### src/hw/rtl/i2cbe_pkg.sv
// Shared types and constants for the I2C master bit engine.
`default_nettype none

package i2cbe_pkg;

    localparam int IN_TDATA_W  = 16;
    localparam int OUT_TDATA_W = 16;
    localparam int TICKS_W     = 10;
    localparam int LIMIT_W     = 8;
    localparam int DELAY_W     = 12;

    localparam logic [TICKS_W-1:0] TICKS_RESET = 10'd12;
    localparam logic [LIMIT_W-1:0] LIMIT_RESET = 8'd250;

    localparam logic CFG_TICKS_PER_UNIT = 1'b0;
    localparam logic CFG_ACK_TIMEOUT    = 1'b1;

    localparam logic KIND_TICK    = 1'b0;
    localparam logic KIND_COMMAND = 1'b1;

    typedef enum logic [2:0] {
        CMD_START = 3'd0,
        CMD_STOP  = 3'd1,
        CMD_WRITE = 3'd2,
        CMD_READ  = 3'd3,
        CMD_WACK  = 3'd4,
        CMD_ACK   = 3'd5,
        CMD_NACK  = 3'd6
    } cmd_t;

    typedef struct packed {
        logic       kind;
        cmd_t       command;
        logic [7:0] write_data;
        logic       sda_in;
    } item_t;

    // packed so that scl_level lands in bit 0
    typedef struct packed {
        logic       command_rejected;
        logic       ack_missing;
        logic [7:0] read_byte;
        logic       done_res;
        logic       busy_res;
        logic       sda_listening;
        logic       sda_level;
        logic       scl_level;
    } result_t;

endpackage

`default_nettype wire

### src/hw/rtl/i2cbe_seq.sv
// Line sequencer: phase state, counters and the per-item next-state logic.
`default_nettype none

module i2cbe_seq
(
    input  wire logic                            clk,
    input  wire logic                            rst_n,
    input  wire logic                            item_valid,
    input  wire i2cbe_pkg::item_t                item,
    input  wire logic [i2cbe_pkg::TICKS_W-1:0]   ticks_per_unit,
    input  wire logic [i2cbe_pkg::LIMIT_W-1:0]   ack_limit,
    output i2cbe_pkg::result_t                   result
);
    import i2cbe_pkg::*;

    typedef enum logic [4:0] {
        PH_IDLE    = 5'd0,
        PH_ST_A    = 5'd1,
        PH_ST_B    = 5'd2,
        PH_SP_A    = 5'd3,
        PH_SP_B    = 5'd4,
        PH_WA_A    = 5'd5,
        PH_WA_B    = 5'd6,
        PH_WA_POLL = 5'd7,
        PH_WT_A    = 5'd8,
        PH_WT_B    = 5'd9,
        PH_AK_A    = 5'd10,
        PH_AK_B    = 5'd11,
        PH_WB_SET  = 5'd12,
        PH_WB_HI   = 5'd13,
        PH_WB_LO   = 5'd14,
        PH_RB_LO   = 5'd15,
        PH_RB_HI   = 5'd16
    } phase_t;

    phase_t             phase_reg, phase_next;
    logic [3:0]         bit_reg, bit_next;
    logic [7:0]         shift_reg, shift_next;
    logic [DELAY_W-1:0] delay_reg, delay_next;
    logic [7:0]         poll_reg, poll_next;
    logic               scl_reg, scl_next;
    logic               sda_reg, sda_next;
    logic               inmode_reg, inmode_next;
    logic [7:0]         rxbyte_reg, rxbyte_next;

    logic [TICKS_W-1:0] unit_len;
    logic [DELAY_W-1:0] delay_1u, delay_2u, delay_4u, delay_dec;
    logic [3:0]         bit_inc;
    logic               done, missing, rejected;

    // unit length of zero acts as one; 4 * 1023 still fits the counter
    assign unit_len  = (ticks_per_unit == '0) ? TICKS_W'(1) : ticks_per_unit;
    assign delay_1u  = {2'b00, unit_len};
    assign delay_2u  = {1'b0, unit_len, 1'b0};
    assign delay_4u  = {unit_len, 2'b00};
    assign delay_dec = (delay_reg != '0) ? delay_reg - DELAY_W'(1) : '0;
    assign bit_inc   = bit_reg + 4'd1;

    always_comb
    begin
        phase_next  = phase_reg;
        bit_next    = bit_reg;
        shift_next  = shift_reg;
        delay_next  = delay_reg;
        poll_next   = poll_reg;
        scl_next    = scl_reg;
        sda_next    = sda_reg;
        inmode_next = inmode_reg;
        rxbyte_next = rxbyte_reg;
        done        = 1'b0;
        missing     = 1'b0;
        rejected    = 1'b0;

        if (item_valid)
        begin
            if (item.kind == KIND_COMMAND)
            begin
                if (phase_reg != PH_IDLE)
                begin
                    rejected = 1'b1;
                end
                else
                begin
                    unique case (item.command)
                        CMD_START:
                        begin
                            inmode_next = 1'b0;
                            sda_next    = 1'b1;
                            scl_next    = 1'b1;
                            delay_next  = delay_4u;
                            phase_next  = PH_ST_A;
                        end
                        CMD_STOP:
                        begin
                            inmode_next = 1'b0;
                            scl_next    = 1'b0;
                            sda_next    = 1'b0;
                            delay_next  = delay_4u;
                            phase_next  = PH_SP_A;
                        end
                        CMD_WRITE:
                        begin
                            inmode_next = 1'b0;
                            scl_next    = 1'b0;
                            sda_next    = item.write_data[7];
                            shift_next  = {item.write_data[6:0], 1'b0};
                            bit_next    = 4'd0;
                            delay_next  = delay_2u;
                            phase_next  = PH_WB_SET;
                        end
                        CMD_READ:
                        begin
                            inmode_next = 1'b1;
                            shift_next  = 8'd0;
                            bit_next    = 4'd0;
                            scl_next    = 1'b0;
                            delay_next  = delay_2u;
                            phase_next  = PH_RB_LO;
                        end
                        CMD_WACK:
                        begin
                            inmode_next = 1'b1;
                            sda_next    = 1'b1;
                            poll_next   = 8'd0;
                            delay_next  = delay_4u;
                            phase_next  = PH_WA_A;
                        end
                        CMD_ACK, CMD_NACK:
                        begin
                            inmode_next = 1'b0;
                            scl_next    = 1'b0;
                            sda_next    = (item.command == CMD_NACK);
                            delay_next  = delay_2u;
                            phase_next  = PH_AK_A;
                        end
                        default:
                        begin
                            phase_next = phase_reg;
                        end
                    endcase
                end
            end
            else if (phase_reg == PH_WA_POLL)
            begin
                if (!item.sda_in)
                begin
                    scl_next   = 1'b0;
                    phase_next = PH_IDLE;
                    done       = 1'b1;
                end
                else if (poll_reg >= ack_limit)
                begin
                    inmode_next = 1'b0;
                    scl_next    = 1'b0;
                    sda_next    = 1'b0;
                    delay_next  = delay_4u;
                    phase_next  = PH_WT_A;
                end
                else
                begin
                    poll_next = poll_reg + 8'd1;
                end
            end
            else if (phase_reg != PH_IDLE)
            begin
                delay_next = delay_dec;
                if (delay_dec == '0)
                begin
                    unique case (phase_reg)
                        PH_ST_A:
                        begin
                            sda_next   = 1'b0;
                            delay_next = delay_4u;
                            phase_next = PH_ST_B;
                        end
                        PH_ST_B:
                        begin
                            scl_next   = 1'b0;
                            phase_next = PH_IDLE;
                            done       = 1'b1;
                        end
                        PH_SP_A, PH_WT_A:
                        begin
                            scl_next   = 1'b1;
                            sda_next   = 1'b1;
                            delay_next = delay_4u;
                            phase_next = (phase_reg == PH_SP_A) ? PH_SP_B : PH_WT_B;
                        end
                        PH_SP_B:
                        begin
                            phase_next = PH_IDLE;
                            done       = 1'b1;
                        end
                        PH_WT_B:
                        begin
                            phase_next = PH_IDLE;
                            done       = 1'b1;
                            missing    = 1'b1;
                        end
                        PH_WA_A:
                        begin
                            scl_next   = 1'b1;
                            delay_next = delay_4u;
                            phase_next = PH_WA_B;
                        end
                        PH_WA_B:
                        begin
                            poll_next  = 8'd0;
                            phase_next = PH_WA_POLL;
                        end
                        PH_AK_A, PH_WB_SET:
                        begin
                            scl_next   = 1'b1;
                            delay_next = delay_2u;
                            phase_next = (phase_reg == PH_AK_A) ? PH_AK_B : PH_WB_HI;
                        end
                        PH_AK_B:
                        begin
                            scl_next   = 1'b0;
                            phase_next = PH_IDLE;
                            done       = 1'b1;
                        end
                        PH_WB_HI:
                        begin
                            scl_next   = 1'b0;
                            delay_next = delay_2u;
                            phase_next = PH_WB_LO;
                        end
                        PH_WB_LO:
                        begin
                            bit_next = bit_inc;
                            if (bit_inc >= 4'd8)
                            begin
                                phase_next = PH_IDLE;
                                done       = 1'b1;
                            end
                            else
                            begin
                                sda_next   = shift_reg[7];
                                shift_next = {shift_reg[6:0], 1'b0};
                                delay_next = delay_2u;
                                phase_next = PH_WB_SET;
                            end
                        end
                        PH_RB_LO:
                        begin
                            scl_next   = 1'b1;
                            shift_next = {shift_reg[6:0], item.sda_in};
                            delay_next = delay_1u;
                            phase_next = PH_RB_HI;
                        end
                        PH_RB_HI:
                        begin
                            bit_next = bit_inc;
                            if (bit_inc >= 4'd8)
                            begin
                                rxbyte_next = shift_reg;
                                phase_next  = PH_IDLE;
                                done        = 1'b1;
                            end
                            else
                            begin
                                scl_next   = 1'b0;
                                delay_next = delay_2u;
                                phase_next = PH_RB_LO;
                            end
                        end
                        default:
                        begin
                            phase_next = PH_IDLE;
                        end
                    endcase
                end
            end
        end
    end

    always_ff @(posedge clk or negedge rst_n)
    begin
        if (!rst_n)
        begin
            phase_reg  <= PH_IDLE;
            bit_reg    <= 4'd0;
            shift_reg  <= 8'd0;
            delay_reg  <= '0;
            poll_reg   <= 8'd0;
            scl_reg    <= 1'b1;
            sda_reg    <= 1'b1;
            inmode_reg <= 1'b0;
            rxbyte_reg <= 8'd0;
        end
        else
        begin
            phase_reg  <= phase_next;
            bit_reg    <= bit_next;
            shift_reg  <= shift_next;
            delay_reg  <= delay_next;
            poll_reg   <= poll_next;
            scl_reg    <= scl_next;
            sda_reg    <= sda_next;
            inmode_reg <= inmode_next;
            rxbyte_reg <= rxbyte_next;
        end
    end

    assign result.scl_level        = scl_next;
    assign result.sda_level        = sda_next;
    assign result.sda_listening    = inmode_next;
    assign result.busy_res         = (phase_next != PH_IDLE);
    assign result.done_res         = done;
    assign result.read_byte        = rxbyte_next;
    assign result.ack_missing      = missing;
    assign result.command_rejected = rejected;

endmodule

`default_nettype wire

### src/hw/rtl/i2cbe_out_skid.sv
// Output register with one skid entry between the sequencer and the result stream.
`default_nettype none

module i2cbe_out_skid
(
    input  wire logic                 clk,
    input  wire logic                 rst_n,
    input  wire logic                 in_valid,
    output logic                      in_ready,
    input  wire i2cbe_pkg::result_t   in_data,
    output logic                      out_valid,
    input  wire logic                 out_ready,
    output i2cbe_pkg::result_t        out_data
);
    import i2cbe_pkg::*;

    logic    out_valid_reg, skid_valid_reg;
    result_t out_data_reg, skid_data_reg;
    logic    take, push;

    assign in_ready  = !skid_valid_reg;
    assign out_valid = out_valid_reg;
    assign out_data  = out_data_reg;
    assign take      = out_valid_reg && out_ready;
    assign push      = in_valid && !skid_valid_reg;

    always_ff @(posedge clk or negedge rst_n)
    begin
        if (!rst_n)
        begin
            out_valid_reg  <= 1'b0;
            skid_valid_reg <= 1'b0;
        end
        else if (!out_valid_reg || take)
        begin
            if (skid_valid_reg)
            begin
                out_valid_reg  <= 1'b1;
                skid_valid_reg <= 1'b0;
            end
            else
            begin
                out_valid_reg <= push;
            end
        end
        else if (push)
        begin
            skid_valid_reg <= 1'b1;
        end
    end

    always_ff @(posedge clk)
    begin
        if (!out_valid_reg || take)
        begin
            out_data_reg <= skid_valid_reg ? skid_data_reg : in_data;
        end
        else if (push)
        begin
            skid_data_reg <= in_data;
        end
    end

endmodule

`default_nettype wire

### src/hw/rtl/i2c_master_bit_engine_top.sv
// Top level of the I2C master bit engine: config registers, sequencer, result buffer.
//
// Input stream (s_*): each request is one timer tick (s_tuser = 0) or one
// command (s_tuser = 1). Every request yields exactly one result request on
// the output stream (m_*) carrying the SCL/SDA drive levels and status flags.
// A command is only started while idle; one sent while busy is dropped and
// flagged as rejected. Waveform phases last 1, 2 or 4 delay units, each unit
// being ticks_per_delay_unit tick requests.
// Config channel (cfg_*): index 0 = ticks per delay unit, index 1 = ack
// timeout limit; always ready; to be written only while the engine is idle,
// which the block itself does not enforce. A result is registered in the output
// register, or in the skid entry when stalled. Throughput: one request per
// cycle while s_tready is high, set by the phase update feeding the output register.
// Stall: a skid entry holds one more result when m_tready is low; s_tready
// drops once it is occupied and the engine state holds.
// Reset: lines released high, engine idle, registers at 12 and 250.
`default_nettype none

module i2c_master_bit_engine_top
(
    input  wire logic                                clk,
    input  wire logic                                rst_n,
    input  wire logic                                s_tvalid,
    output logic                                     s_tready,
    // [2:0] command, [10:3] write_data, [11] sda_in, [15:12] zero
    input  wire logic [i2cbe_pkg::IN_TDATA_W-1:0]    s_tdata,
    // [0] kind
    input  wire logic                                s_tuser,
    output logic                                     m_tvalid,
    input  wire logic                                m_tready,
    // [0] scl_level, [1] sda_level, [2] sda_listening, [3] busy_res,
    // [4] done_res, [12:5] read_byte, [13] ack_missing, [14] command_rejected,
    // [15] zero
    output logic [i2cbe_pkg::OUT_TDATA_W-1:0]        m_tdata,
    input  wire logic                                cfg_valid,
    output logic                                     cfg_ready,
    input  wire logic                                cfg_index,
    input  wire logic [i2cbe_pkg::TICKS_W-1:0]       cfg_data
);
    import i2cbe_pkg::*;

    logic [TICKS_W-1:0] ticks_reg;
    logic [LIMIT_W-1:0] limit_reg;
    item_t              item;
    result_t            seq_result, out_result;
    logic               accept;

    assign cfg_ready = 1'b1;

    always_ff @(posedge clk or negedge rst_n)
    begin
        if (!rst_n)
        begin
            ticks_reg <= TICKS_RESET;
            limit_reg <= LIMIT_RESET;
        end
        else if (cfg_valid)
        begin
            if (cfg_index == CFG_TICKS_PER_UNIT)
            begin
                ticks_reg <= cfg_data;
            end
            else
            begin
                limit_reg <= cfg_data[LIMIT_W-1:0];
            end
        end
    end

    assign item.kind       = s_tuser;
    assign item.command    = cmd_t'(s_tdata[2:0]);
    assign item.write_data = s_tdata[10:3];
    assign item.sda_in     = s_tdata[11];
    assign accept          = s_tvalid && s_tready;

    i2cbe_seq u_seq
    (
        .clk            (clk),
        .rst_n          (rst_n),
        .item_valid     (accept),
        .item           (item),
        .ticks_per_unit (ticks_reg),
        .ack_limit      (limit_reg),
        .result         (seq_result)
    );

    i2cbe_out_skid u_out
    (
        .clk       (clk),
        .rst_n     (rst_n),
        .in_valid  (s_tvalid),
        .in_ready  (s_tready),
        .in_data   (seq_result),
        .out_valid (m_tvalid),
        .out_ready (m_tready),
        .out_data  (out_result)
    );

    assign m_tdata = {(OUT_TDATA_W - $bits(result_t))'(0), out_result};

endmodule

`default_nettype wire

### config.mk
export PLATFORM = sky130hd
export DESIGN_NAME = i2c_master_bit_engine_top
export DESIGN_NICKNAME = d
export VERILOG_FILES = /design/src/hw/rtl/i2cbe_pkg.sv /design/src/hw/rtl/i2cbe_seq.sv /design/src/hw/rtl/i2cbe_out_skid.sv /design/src/hw/rtl/i2c_master_bit_engine_top.sv
export SDC_FILE = /design/constraint.sdc
export NUM_CORES = 1
export LEC_CHECK = 0
export BUFFER_PORTS_ARGS = -buffer_cell sky130_fd_sc_hd__buf_2
export CAP_MARGIN = 20
export CORE_MARGIN = 4
export CORE_UTILIZATION = 40
export DETAILED_ROUTE_END_ITERATION = 10
export PLACE_DENSITY = 0.63
export SETUP_SLACK_MARGIN = 0.2
export SLEW_MARGIN = 20
export SYNTH_ARGS = -nofsm -noshare
export SYNTH_HDL_FRONTEND = slang
export SYNTH_HIERARCHICAL = 1
export SYNTH_SLANG_ARGS = --single-unit
export TNS_END_PERCENT = 100
### constraint.sdc
create_clock -name clk -period 6.7 [get_ports clk]
set_input_delay 0.335 -clock clk [delete_from_list [all_inputs] [get_ports clk]]
set_output_delay 0.335 -clock clk [all_outputs]
set_load 0.02 [all_outputs]
======== Word-level counts from Yosys, hierarchy flattened ========
Cells that the tools add are included.
storage, ports and cells
  bits in registers ....................... 98
  input bits .............................. 33
  output and inout port bits .............. 19
  logic and storage cells ................. 217
cells by class
  add/subtract/negate cells ............... 3
  order comparisons ....................... 2
  equal/unequal tests ..................... 32
  multiplexer cells ....................... 107
  bitwise logic cells ..................... 2
  reduce and logical (&&, ||, !) cells .... 42
operators by type and width
  kind                                                 count
  2-to-1 mux 8 bit                                     22
  2-to-1 mux 12 bit                                    9
  case mux 12 bit (4 select lines)                     1
  case mux 5 bit (9 select lines)                      1
  2-to-1 mux 1 bit                                     43
  == test 5 x 4 -> 1 bit (second input constant)       8
  2-to-1 mux 4 bit                                     10
  2-to-1 mux 5 bit                                     8
  case mux 8 bit (2 select lines)                      2
  case mux 5 bit (6 select lines)                      1
  case mux 12 bit (2 select lines)                     1
  == test 5 x 3 -> 1 bit (second input constant)       4
  AND reduction 8 bit                                  2
  2-to-1 mux 15 bit                                    1
  != test 3 bit (second input constant)                5
  OR reduction 2 bit                                   7
  logical NOT 12 bit                                   1
  nonzero test 12 bit                                  1
  nonzero test 3 bit                                   4
  OR reduction 4 bit                                   3
  subtractor 12 x 1 -> 12 bit (second input constant)  1
  == test 5 x 2 -> 1 bit (second input constant)       2
  logical NOT 10 bit                                   1
  2-to-1 mux 10 bit                                    1
  other kinds (29)                                     49

======== Longest topological paths before layout ========
Gate-level depths: netlist of the first run.
  word-level depth ........................ 11
  gate-level depth with buffers ........... 13
  depth with buffers taken out ............ 11

======== Modules after synthesis ========
The synthesis of the first run kept the hierarchy.
by module, submodules not included
  module                     times used  cells each  area each (um^2)  sequential area each (um^2)
  i2cbe_seq                  1           465         3804.9            1203.7
  i2cbe_out_skid             1           55          1206.2            950.9
  i2c_master_bit_engine_top  1           44          760.7             460.4

======== Least setup slack after synthesis of the first run ========
OpenSTA, ideal clock, no wires.
  kind .................................... flip-flop to flip-flop
  start ................................... reg u_seq.delay_reg[0]
  end ..................................... reg u_out.out_data_reg, in the netlist u_out/out_data[3], data pin
  library setup time ...................... 260 ps
  data arrival time ....................... 3191 ps
  slack ................................... 3249 ps
  cell stages (with the launch flop) ...... 12
  path buffers ............................ 1
  period minus slack after synthesis ...... 3451 ps
  path through ............................ dfrtp_1 > inv_1 > ha_1 > or3b_1 > clkbuf_1 > o31a_1 > nor4_1 > a41oi_2 > nor2_1 > mux2_1 > or4b_1 > mux2_2
RTL lines
  what                      RTL line              RTL
  start: declaration        i2cbe_seq.sv:39       logic [DELAY_W-1:0] delay_reg, delay_next;
  start signal: assignment  i2cbe_seq.sv:297      delay_reg <= delay_next;
  end signal: assignment    i2cbe_out_skid.sv:56  out_data_reg <= skid_valid_reg ? skid_data_reg : in_data;
  end: declaration          i2cbe_out_skid.sv:18  result_t out_data_reg, skid_data_reg;

==> results of run 1 <==
## power by group through the flow
stage | Sequential, mW | Clock [mW] | Combinational, mW
3_5_place_dp | 0.900 | 0 | 0.681
2_1_floorplan | 0.833 | 0 | 0.595
4_1_cts | 0.890 | 0.559 | 0.685
3_3_place_gp | 0.895 | 0 | 0.666
6_report | 0.894 | 0.546 | 0.697
5_1_grt | 0.915 | 0.582 | 0.766
## metal layers
| metal | share of wire (%) | up-vias | global-route usage [%] | routed length, um |
|---|---|---|---|---|
| li1 | - | 2171 | - | - |
| met4 | 1.8 | 2 | 5.43 | 242 |
| met1 | 44 | 2263 | 23.4 | 6080 |
| met2 | 47 | 205 | 26.9 | 6460 |
| met3 | 7.3 | 22 | 4.00 | 1010 |
| met5 | 0.087 | - | 0 | 12 |
## how the worst min path moves through the flow
stage	start	endpoint	slack [ns]	cells past startpoint
final	rst_n	u_seq/phase_reg[4]$_DFF_PN0_	0.17	2
after global routing	cfg_data[9]	ticks_reg[9]$_DFFE_PN0P_	0.21	2
after CTS	cfg_data[9]	ticks_reg[9]$_DFFE_PN0P_	0.20	2
after detailed placement	u_seq/shift_reg[4]$_DFFE_PN0P_	u_seq/shift_reg[4]$_DFFE_PN0P_	0.50	2
after global placement	u_seq/bit_reg[3]$_DFFE_PN0P_	u_seq/bit_reg[3]$_DFFE_PN0P_	0.49	1
after floorplan	rst_n	limit_reg[0]$_DFFE_PN0P_	0.04	0
## Yosys cell counts, drive strengths merged (17+ instances only)
master,number,area (um^2)
inv,19,71.3
buf,17,135
mux2,49,616
nor2,43,161
dfrtp,58,1450
nand3,19,95.1
a21oi,17,88.8
edfxtp,30,901
o21ai,37,185
a31oi,18,113
nand2,48,183
clkbuf,22,83.8
## per-stage QoR
step	utilization (%)	hold WS [ns]	worst slack [ns]
2_1_floorplan	-	0.0394	3.25
3_3_place_gp	43.2	0.487	2.80
3_5_place_dp	43.2	0.498	2.78
4_1_cts	45.4	0.196	2.76
5_1_grt	45.4	0.206	2.50
6_report	45.4	0.167	2.73
## worst max-delay path, delay by kind of cell, from the launching register on
family / cells / cell delay [ns]
buffers and inverters: 1 / 0.17
multiplexers: 2 / 0.69
AND/OR/NAND/NOR: 4 / 2.15
flip-flops: 1 / 0.71
## kinds of logic (layout without fill, tap and decap cells)
kind of cell,after synthesis,in the layout,synth area share (%)
and+or+nand+nor,173,173,15.0
other,2,2,0.130
muxes,51,51,11.0
buffers and inverters,61,87,5.22
AOI/OAI and AO/OA,156,156,19.0
DFF,98,98,45.3
xor gates and xnor gates,11,11,1.67
adders and majority gates,12,12,2.60
## area by class of cell
cell class	instances	area, um^2
Multi-Input combinational cell	405	2860
Clock buffer	9	225
Inverter	22	82.6
Sequential cell	98	2620
Tap cell	180	225
Timing Repair Buffer	49	255
Fill cell	1317	7640
Clock inverter	7	85.1
## placed cells by master, fill, tap and decap left out, types with 16 or more instances in the layout
master	synthesis	layout
edfxtp_1	30	30
mux2_4	17	17
inv_1	19	19
o21ai_0	35	35
buf_2	2	45
nand2_1	47	47
dfrtp_1	58	58
a21oi_1	16	16
a31oi_1	18	18
mux2_2	31	31
nand3_1	19	19
nor2_1	43	43
==> impl_metrics.csv, run 1 <==
group,metric,value,unit
run_status,outcome,"complete, no violations",
pwr,p_comb_share,32.6,%
pwr,pwr-share-seq,41.8,%
clock_tree,cts_max_level,3,
logic_synthesis,syn_area,0.00577,mm^2
setup_path,reg2regPathDepth,7,
clock_tree,cts.repair.resized,0,
routing,drt-initial-drc-count,441,
logic_synthesis,syn_inst,564,
placed_design,dp_cells,754,
routing,firstDrtPassIters,7,
die,coreArea,0.0140,mm^2
setup_path,path_max_fanout,18,
die,row_count,43,
flow_run,drv_cap,0,
routing,drc,0,
routing,wl_per_cell,17.9,um
setup_path,path_cells,"inv_1 -> and2_1 -> nand2_1 -> nor3_1 -> and3_1 -> mux2_2 -> mux2_4",
setup_path,worstSetupPathType,"reg2reg",
setup_path,slowest_stage,"nor3_1",
setup_path,startpoint,"u_out/skid_valid_reg$_DFFE_PN0P_",
setup_path,timing.rr.start,"u_out/skid_valid_reg$_DFFE_PN0P_",
logic_synthesis,ys_ff_latch,98,
global_routing,antenna_found_initial,1,
logic_synthesis,ys_seq_area_share,45.3,%
clock_tree,clk_pin_slew,0.08,ns
setup_path,ff2ff_setup_slack,2.73,ns
clock_tree,cts_tree,"yes",
placed_design,dpl_cell_area,0.00604,mm^2
sta,tightest_slew,1.09,ns
routing,ant_nets,0,
pwr,internal_power,1.33,mW
sta,finalSetupViolCount,0,
logic_synthesis,synth_cell_types,82,
layout,fin_area,0.00635,mm^2
layout,layout-drive-gt1-share,23.4,%
die,dieArea,0.0164,mm^2
placed_design,dp_hpwl,9.71,mm
layout,final_nets,630,
setup_path,critPathLaunchType,"flip-flop",
worst_hold_path,min_path_type,"in2async",
sta,max_clock_freq,252,MHz
pwr,ir_drop,0.201,mV
clock_tree,cts.hold.buffers_added,0,
sta,fin_setup_tns,0,ns
sta,slew_viol_final,0,
sta,relSlewSlack,26.5,%
routing,via_per_inst,6.06,
sta,fin_skew,0.0113,ns
clock_tree,cts_buffers,9,
logic_synthesis,ys_warn_count,6,
global_routing,grt_max_degree,69,
pwr,cellPowerDensity,337,mW/mm^2
global_routing,grtUsageTotal,17.1,%
routing,wl,13.8,mm
clock_tree,post_cts_buffers,0,
global_routing,grt.overflow.total,0,
clock_tree,cts_root_buf,"clkbuf_16",
setup_path,critPathCapture,"u_out/out_data[7]$_DFFE_PP_",
global_routing,grt_pass1_vias,4415,
layout,area_growth_syn_to_layout,9.99,%
sta,rsz0062_at_grt,"false",
setup_path,max_stage_delay,0.92,ns
setup_path,rr_endpoint,"u_out/out_data[7]$_DFFE_PP_",
die,die_y,128,um
die,ioPinCount,52,
global_routing,grt_pass1_wl,22.5,mm
clock_tree,cts.sinks,98,
logic_synthesis,synth.avg_cell_area,10.2,um^2
sta,fin_crit,3.97,ns
logic_synthesis,synth_edf_count,30,
die,initial_core_util,41.3,%
placed_design,place.gp.congestion,0.862,
logic_synthesis,async_reset_ff_share,69.4,%
setup_path,cp.arrival,4.08,ns
clock_tree,cts_max_path_buffers,2,
pwr,p_sw,804,uW
pwr,p_sw_share,37.6,%
clock_tree,insertion_delay,0.36,ns
layout,fin_cells,770,
logic_synthesis,synth_ff_type,"dfrtp_1",
pwr,p_clk_share,25.6,%
pwr,leakagePower,2.60,nW
die,chipWidth,128,um
sta,fin_crit_sh,59.3,%
layout,n_antenna_cell,0,
placed_design,portBuffers,45,
setup_path,crit_required,6.81,ns
logic_synthesis,syn_nets,609,
routing,vias,4663,
setup_path,end_kind,"flip-flop",
sta,finalHoldViolCount,0,
pwr,finalPower,2.14,mW
(Power assumes the default switching activity.)
==> run 2, diff against run 1 <==
--- a/config.mk
+++ b/config.mk
@@ -5,12 +5,13 @@
 export SDC_FILE = /design/constraint.sdc
 export NUM_CORES = 1
 export LEC_CHECK = 0
+export ABC_AREA = 1
 export BUFFER_PORTS_ARGS = -buffer_cell sky130_fd_sc_hd__buf_2
 export CAP_MARGIN = 20
 export CORE_MARGIN = 4
 export CORE_UTILIZATION = 40
 export DETAILED_ROUTE_END_ITERATION = 10
-export PLACE_DENSITY = 0.63
+export PLACE_DENSITY = 0.65
 export SETUP_SLACK_MARGIN = 0.2
 export SLEW_MARGIN = 20
 export SYNTH_ARGS = -nofsm -noshare
==> constraint.sdc (replaced) <==
create_clock -name clk -period 3.56 [get_ports clk]
set_input_delay 0.178 -clock clk [delete_from_list [all_inputs] [get_ports clk]]
set_output_delay 0.178 -clock clk [all_outputs]
set_load 0.02 [all_outputs]
==> run 2 against run 1 <==
Synthesized cell count increased by 46%. Via count increased by 16%. Clock power increased by 87%. Flip-flop and latch count unchanged. Largest power group is now combinational cells.
==> impl_metrics.csv, run 2 <==
group,metric,value,unit
setup_path,end_kind,"flip-flop",
sta,fin_skew,0.0111,ns
clock_tree,cts_tree,"yes",
logic_synthesis,muxShareOfSynthArea,0,%
pwr,cellPowerDensity,620,mW/mm^2
logic_synthesis,syn_area,0.00630,mm^2
layout,mostFrequentLayoutCells,"220 x nand2_1, 103 x inv_1, 78 x nor2_1",
sta,relSlewSlack,40.0,%
placed_design,place.gp.congestion,0.982,
global_routing,grt_pass1_wl,24.4,mm
setup_path,crit_required,3.83,ns
flow_run,drv_cap,0,
clock_tree,post_cts_buffers,0,
sta,max_clock_freq,343,MHz
sta,fin_setup_tns,0,ns
die,ioPinCount,52,
routing,drt-initial-drc-count,350,
routing,ant_nets,0,
sta,rsz0062_at_grt,"false",
logic_synthesis,synth-compound-area-share,13.3,%
logic_synthesis,synth_ff_type,"dfrtp_1",
run_status,outcome,"complete, no violations",
routing,via_per_inst,5.03,
clock_tree,insertion_delay,0.36,ns
clock_tree,cts.hold.buffers_added,0,
logic_synthesis,synth_fa_ha_area_share,2.38,%
placed_design,portBuffers,45,
layout,final_nets,902,
layout,fin_cells,1073,
sta,fin_crit,2.92,ns
global_routing,grtUsageTotal,16.8,%
sta,finalSetupViolCount,0,
setup_path,cp.arrival,3.19,ns
routing,firstDrtPassIters,5,
placed_design,dp_hpwl,11.0,mm
logic_synthesis,synth.avg_cell_area,7.65,um^2
sta,whs,0.0252,ns
logic_synthesis,synth.most_common_cell,"nand2_1",
die,chipWidth,133,um
global_routing,grt_pass1_vias,4977,
logic_synthesis,ys_seq_area_share,41.5,%
layout,n_antenna_cell,0,
layout,layout_commonest_cell,"nand2_1",
setup_path,critPathLaunchType,"flip-flop",
logic_synthesis,ys_warn_count,6,
logic_synthesis,yosys.area.top_type_share,23.0,%
pwr,finalPower,4.29,mW
setup_path,path_max_fanout,11,
placed_design,dp_cells,1057,
global_routing,grt_max_degree,69,
logic_synthesis,synth_xor_xnor_area_share,0.834,%
global_routing,antenna_found_initial,0,
die,initial_core_util,41.1,%
logic_synthesis,async_reset_ff_share,69.4,%
clock_tree,cts.repair.resized,0,
logic_synthesis,synth_cell_types,49,
die,die_y,133,um
die,row_count,45,
routing,vias,5392,
layout,layout-drive-gt1-share,15.5,%
die,coreArea,0.0153,mm^2
clock_tree,cts_buffers,9,
logic_synthesis,syn_inst,823,
logic_synthesis,ys_ff_latch,98,
sta,slew_viol_final,0,
routing,drc,0,
die,dieArea,0.0178,mm^2
routing,wl,14.6,mm
logic_synthesis,synth_common_cells,"220 x nand2_1, 103 x inv_1, 78 x nor2_1",
clock_tree,clk_pin_slew,0.07,ns
clock_tree,cts_max_path_buffers,2,
logic_synthesis,synth.area.top_cells,"dfrtp_1 23%, edfxtp_1 14%, nand2_1 13%",
sta,finalHoldViolCount,0,
sta,fin_crit_sh,82.0,%
setup_path,worstSetupPathType,"reg2reg",
clock_tree,cts.sinks,98,
routing,wl_per_cell,13.6,um
logic_synthesis,synth_top_area_cell,"dfrtp_1",
logic_synthesis,synth_top_family_by_area,"simple AND/OR/NAND/NOR gates",
pwr,leakagePower,3.28,nW
logic_synthesis,syn_nets,868,
pwr,ir_drop,0.296,mV
layout,area_growth_syn_to_layout,9.87,%
clock_tree,cts_root_buf,"clkbuf_16",
logic_synthesis,synth_edf_count,30,
logic_synthesis,synthSimpleGateAreaFrac,31.3,%
clock_tree,cts_max_level,3,
global_routing,grt.overflow.total,0,
worst_hold_path,min_path_type,"in2async",
sta,tightest_slew,0.900,ns
[run 2: area by class of cell]
type / count / area [um^2]
Timing Repair Buffer: 50 / 263
Clock inverter: 7 / 86.3
Fill cell: 1587 / 8390
Sequential cell: 98 / 2620
Multi-Input combinational cell: 583 / 3020
Clock buffer: 9 / 225
Tap cell: 211 / 264
Inverter: 115 / 447
[run 2: report_power, final]
| group | internal (mW) | leakage [nW] | switching (mW) |
|---|---|---|---|
| sequential | 1.41 | 1.12 | 0.196 |
| combinational | 0.539 | 2.01 | 1.13 |
| clock | 0.559 | 0.149 | 0.460 |
[run 2: per-layer routing]
layer	vias up	routed length, um	share of wire, %	global-route usage [%]
li1	2770	-	-	-
met2	121	6720	46	26.1
met5	-	0	0	0
met3	19	675	4.6	3.40
met4	0	253	1.7	5.77
met1	2482	6960	48	23.5
[run 2: logic make-up after synthesis]
group | count (synthesis)
flip-flops | 98
buffers and inverters | 142
adder cells (fa/ha/maj) | 12
other | 2
XOR/XNOR | 6
AND/OR/NAND/NOR | 422
AO/OA/AOI/OAI | 141
[run 2: worst paths after layout]
| check | from | endpoint | slack (ns) | cells after the start |
|---|---|---|---|---|
| worst min register to register | limit_reg[4]$_DFFE_PN1P_ | limit_reg[4]$_DFFE_PN1P_ | 0.47 | 2 |
| max in group asynchronous | rst_n | u_seq/shift_reg[6]$_DFFE_PN0P_ | 2.93 | 2 |
| worst max register to register | u_seq/delay_reg[0]$_DFFE_PN0P_ | u_seq/poll_reg[5]$_DFFE_PN0P_ | 0.64 | 14 |
| min in group clk | cfg_data[3] | ticks_reg[3]$_DFFE_PN1P_ | 0.05 | 3 |
| worst max-delay path | u_seq/delay_reg[0]$_DFFE_PN0P_ | u_seq/poll_reg[5]$_DFFE_PN0P_ | 0.64 | 14 |
| worst min-delay path | rst_n | u_seq/poll_reg[7]$_DFFE_PN0P_ | 0.03 | 2 |
[run 2: stage by stage]
| step | instance area (um^2) | utilization (%) | setup slack (ns) |
|---|---|---|---|
| after floorplan | 6300 | - | 1.16 |
| after global placement | 6610 | 43.2 | 0.694 |
| after detailed placement | 6610 | 43.2 | 0.671 |
| after CTS | 6920 | 45.2 | 0.655 |
| after global routing | 6920 | 45.2 | 0.337 |
| final | 6920 | 45.2 | 0.642 |
[run 2: critical path, stage by stage (launching register included)]
cell     delay (ns)
dfrtp_1        0.38
inv_1          0.20
ha_1           0.23
nand2_2        0.07
nor2_2         0.11
nand2_2        0.21
nand3_1        0.27
nand3_2        0.12
nor2_4         0.16
nand3_4        0.16
o21ai_1        0.15
nand3_1        0.33
inv_2          0.22
nand3_1        0.10
o21ai_0        0.09
==> run 3, diff against run 2 <==
==> constraint.sdc (replaced) <==
create_clock -name clk -period 2.6 [get_ports clk]
set_input_delay 0.13 -clock clk [delete_from_list [all_inputs] [get_ports clk]]
set_output_delay 0.13 -clock clk [all_outputs]
set_load 0.02 [all_outputs]
==> run 3 against run 2 <==
Final area rose by 14%. Sequential share of layout area fell by 4.6 points. Routed wire length rose by 14%. Power rose by 54%. Utilization rose by 6.3 points. Sequential power rose by 39%. Clock-buffer cell count rose by 1. Largest power group unchanged.
==> impl_metrics.csv, run 3 (same netlist as run 2, synthesis figures left out) <==
group,metric,value,unit
sta,max_clock_freq,388,MHz
clock_tree,insertion_delay,0.35,ns
routing,wl_per_cell,14.7,um
global_routing,grtUsageTotal,17.8,%
layout,layout_commonest_cell,"nand2_1",
layout,final_nets,963,
layout,mostFrequentLayoutCells,"200 x nand2_1, 100 x inv_1, 58 x nor2_1",
routing,via_per_inst,5.15,
die,ioPinCount,52,
sta,finalSetupViolCount,0,
pwr,pwr-share-seq,33.6,%
clock_tree,cts_max_path_buffers,2,
routing,vias,5836,
clock_tree,cts.sinks,98,
setup_path,worstSetupPathType,"reg2reg",
placed_design,portBuffers,45,
global_routing,antenna_found_initial,0,
setup_path,path_buf_inv,3,
clock_tree,cts_buffers,9,
layout,fin_cells,1134,
worst_hold_path,min_path_type,"in2reg",
layout,utilization,51.5,%
global_routing,met3_usage,3.32,%
pwr,p_comb_share,47.1,%
setup_path,critPathLaunchType,"flip-flop",
clock_tree,cts_max_level,3,
placed_design,dp_hpwl,11.6,mm
pwr,p_sw_share,43.3,%
placed_design,dp_cells,1081,
die,die_y,133,um
global_routing,grtUsageMet1,25.3,%
placed_design,place.gp.congestion,0.924,
sta,fin_crit_sh,99.1,%
sta,whs,0.0141,ns
die,row_count,45,
setup_path,crit_top_cell,"nand2_1",
die,initial_core_util,41.1,%
clock_tree,cts_root_buf,"clkbuf_16",
sta,fin_skew,0.0107,ns
global_routing,grt_pass1_vias,5285,
global_routing,grt_max_degree,37,
layout,fin_area,0.00789,mm^2
setup_path,cp.arrival,2.68,ns
pwr,internal_power,3.76,mW
flow_run,drv_cap,0,
run_status,outcome,"complete, no violations",
setup_path,path_max_fanout,7,
global_routing,grt_pass1_wl,26.1,mm
sta,fin_crit,2.58,ns
global_routing,grt.overflow.total,0,
pwr,finalPower,6.63,mW
setup_path,max_stage_delay,0.40,ns
placed_design,dpl_cell_area,0.00679,mm^2
setup_path,crit_required,2.71,ns
setup_path,slowest_stage,"dfrtp_1",
clock_tree,cts_tree,"yes",
pwr,p_clk_share,19.3,%
global_routing,gr-max-usage-layer,"met2",
layout,fillers,1491,
sta,rsz0062_at_grt,"true",
die,chipWidth,133,um
layout,area_growth_syn_to_layout,25.2,%
pwr,leakagePower,3.66,nW
layout,n_antenna_cell,0,
sta,tightest_slew,0.636,ns
die,dieArea,0.0178,mm^2
sta,relSlewSlack,57.6,%
setup_path,path_cells,"inv_2 -> ha_4 -> nand2_2 -> nor2_2 -> nand2_2 -> buf_6 -> buf_4 -> o21ai_4 -> nand3_2 -> nor2_4 -> nand3_4 -> o21ai_2 -> nand3_2 -> nand2_1 -> o211ai_1 -> nand2_1 -> nand2_1",
routing,ant_nets,0,
pwr,p_sw,2.87,mW
clock_tree,clk_pin_slew,0.07,ns
routing,drt-initial-drc-count,421,
pwr,ir_drop,0.427,mV
setup_path,end_kind,"flip-flop",
die,coreArea,0.0153,mm^2
sta,slew_viol_final,0,
pwr,cellPowerDensity,840,mW/mm^2
routing,wl,16.7,mm
layout,layout-drive-gt1-share,30.7,%
routing,firstDrtPassIters,5,
setup_path,cp_top_family,"simple AND/OR/NAND/NOR gates",
global_routing,gr-usage-met2,27.9,%
routing,drc,0,
sta,finalHoldViolCount,0,
run 3: cell count changes in the layout (fill, tap and decap cells not counted), moves of 6 or more:
| cell | previous run | this run |
|---|---|---|
| a221oi_1 | 8 | 2 |
| buf_4 | 5 | 53 |
| nand2_1 | 220 | 200 |
| nand2_2 | 8 | 26 |
| nand3_1 | 57 | 45 |
| nand3_2 | 15 | 25 |
| nor2_1 | 78 | 58 |
| nor2_2 | 9 | 21 |
| nor2_4 | 5 | 13 |
| o21ai_0 | 24 | 11 |
| o21ai_2 | 1 | 11 |
run 3: power groups by stage:
stage	clock network (mW)	logic, mW	registers [mW]
floorplan	0	1.75	2.19
global placement	0	2.36	2.22
detailed placement	0	2.37	2.22
CTS	1.31	2.61	2.20
global route	1.38	3.43	2.27
finish	1.28	3.12	2.23
run 3: through the flow:
stage                     setup TNS (ns)  worst slack, ns
after floorplan                        0            0.259
after global placement           -0.0250          -0.0250
after detailed placement         -0.0678          -0.0577
after CTS                              0            0.199
after global routing              -0.756           -0.103
final                                  0           0.0237
run 3: per-layer routing:
metal / up-vias / part of all wire (%)
li1: 2900 / -
met4: 0 / 2.2
met5: - / 0
met3: 27 / 5.1
met2: 179 / 48
met1: 2730 / 45
run 3: path summary, 6_finish.rpt:
kind | slack, ns | to | cells past startpoint | from
worst max-delay path | 0.02 | u_out/out_data[1]$_DFFE_PP_ | 17 | u_seq/delay_reg[0]$_DFFE_PN0P_
worst min-delay path | 0.01 | ticks_reg[8]$_DFFE_PN0P_ | 3 | cfg_data[8]
worst max register to register | 0.02 | u_out/out_data[1]$_DFFE_PP_ | 17 | u_seq/delay_reg[0]$_DFFE_PN0P_
worst min register to register | 0.47 | limit_reg[1]$_DFFE_PN1P_ | 2 | limit_reg[1]$_DFFE_PN1P_
max in group asynchronous | 1.85 | u_seq/scl_reg$_DFF_PN1_ | 3 | rst_n
min in group asynchronous | 0.37 | limit_reg[0]$_DFFE_PN0P_ | 3 | rst_n
run 3: final cells by class:
| class | instances | area (um^2) | share of cell area [%] |
|---|---|---|---|
| multi-input combinational | 585 | 3510 | 44.6 |
| clock buffer | 10 | 229 | 2.90 |
| timing repair buffer | 109 | 769 | 9.75 |
| clock inverter | 6 | 47.5 | 0.603 |
| sequential | 98 | 2620 | 33.2 |
| inverter | 115 | 447 | 5.66 |
| tap | 211 | 264 | 3.35 |
run 3: worst register-to-register path, cell delays in order (launching register included):
cell	delay (ns)
dfrtp_1	0.40
inv_2	0.13
ha_4	0.16
nand2_2	0.05
nor2_2	0.11
nand2_2	0.09
buf_6	0.15
buf_4	0.15
o21ai_4	0.07
nand3_2	0.10
nor2_4	0.13
nand3_4	0.12
o21ai_2	0.17
nand3_2	0.10
nand2_1	0.09
o211ai_1	0.16
nand2_1	0.11
nand2_1	0.05
run 3: repair_timing:
action                     4_1_cts  5_1_grt
resized for setup               36       96
hold endpoints to repair        60        0
pin swaps                       26       50
setup buffers                   15       16
hold buffers                     3        0
cloned                           0        3
setup endpoints to repair       47       65
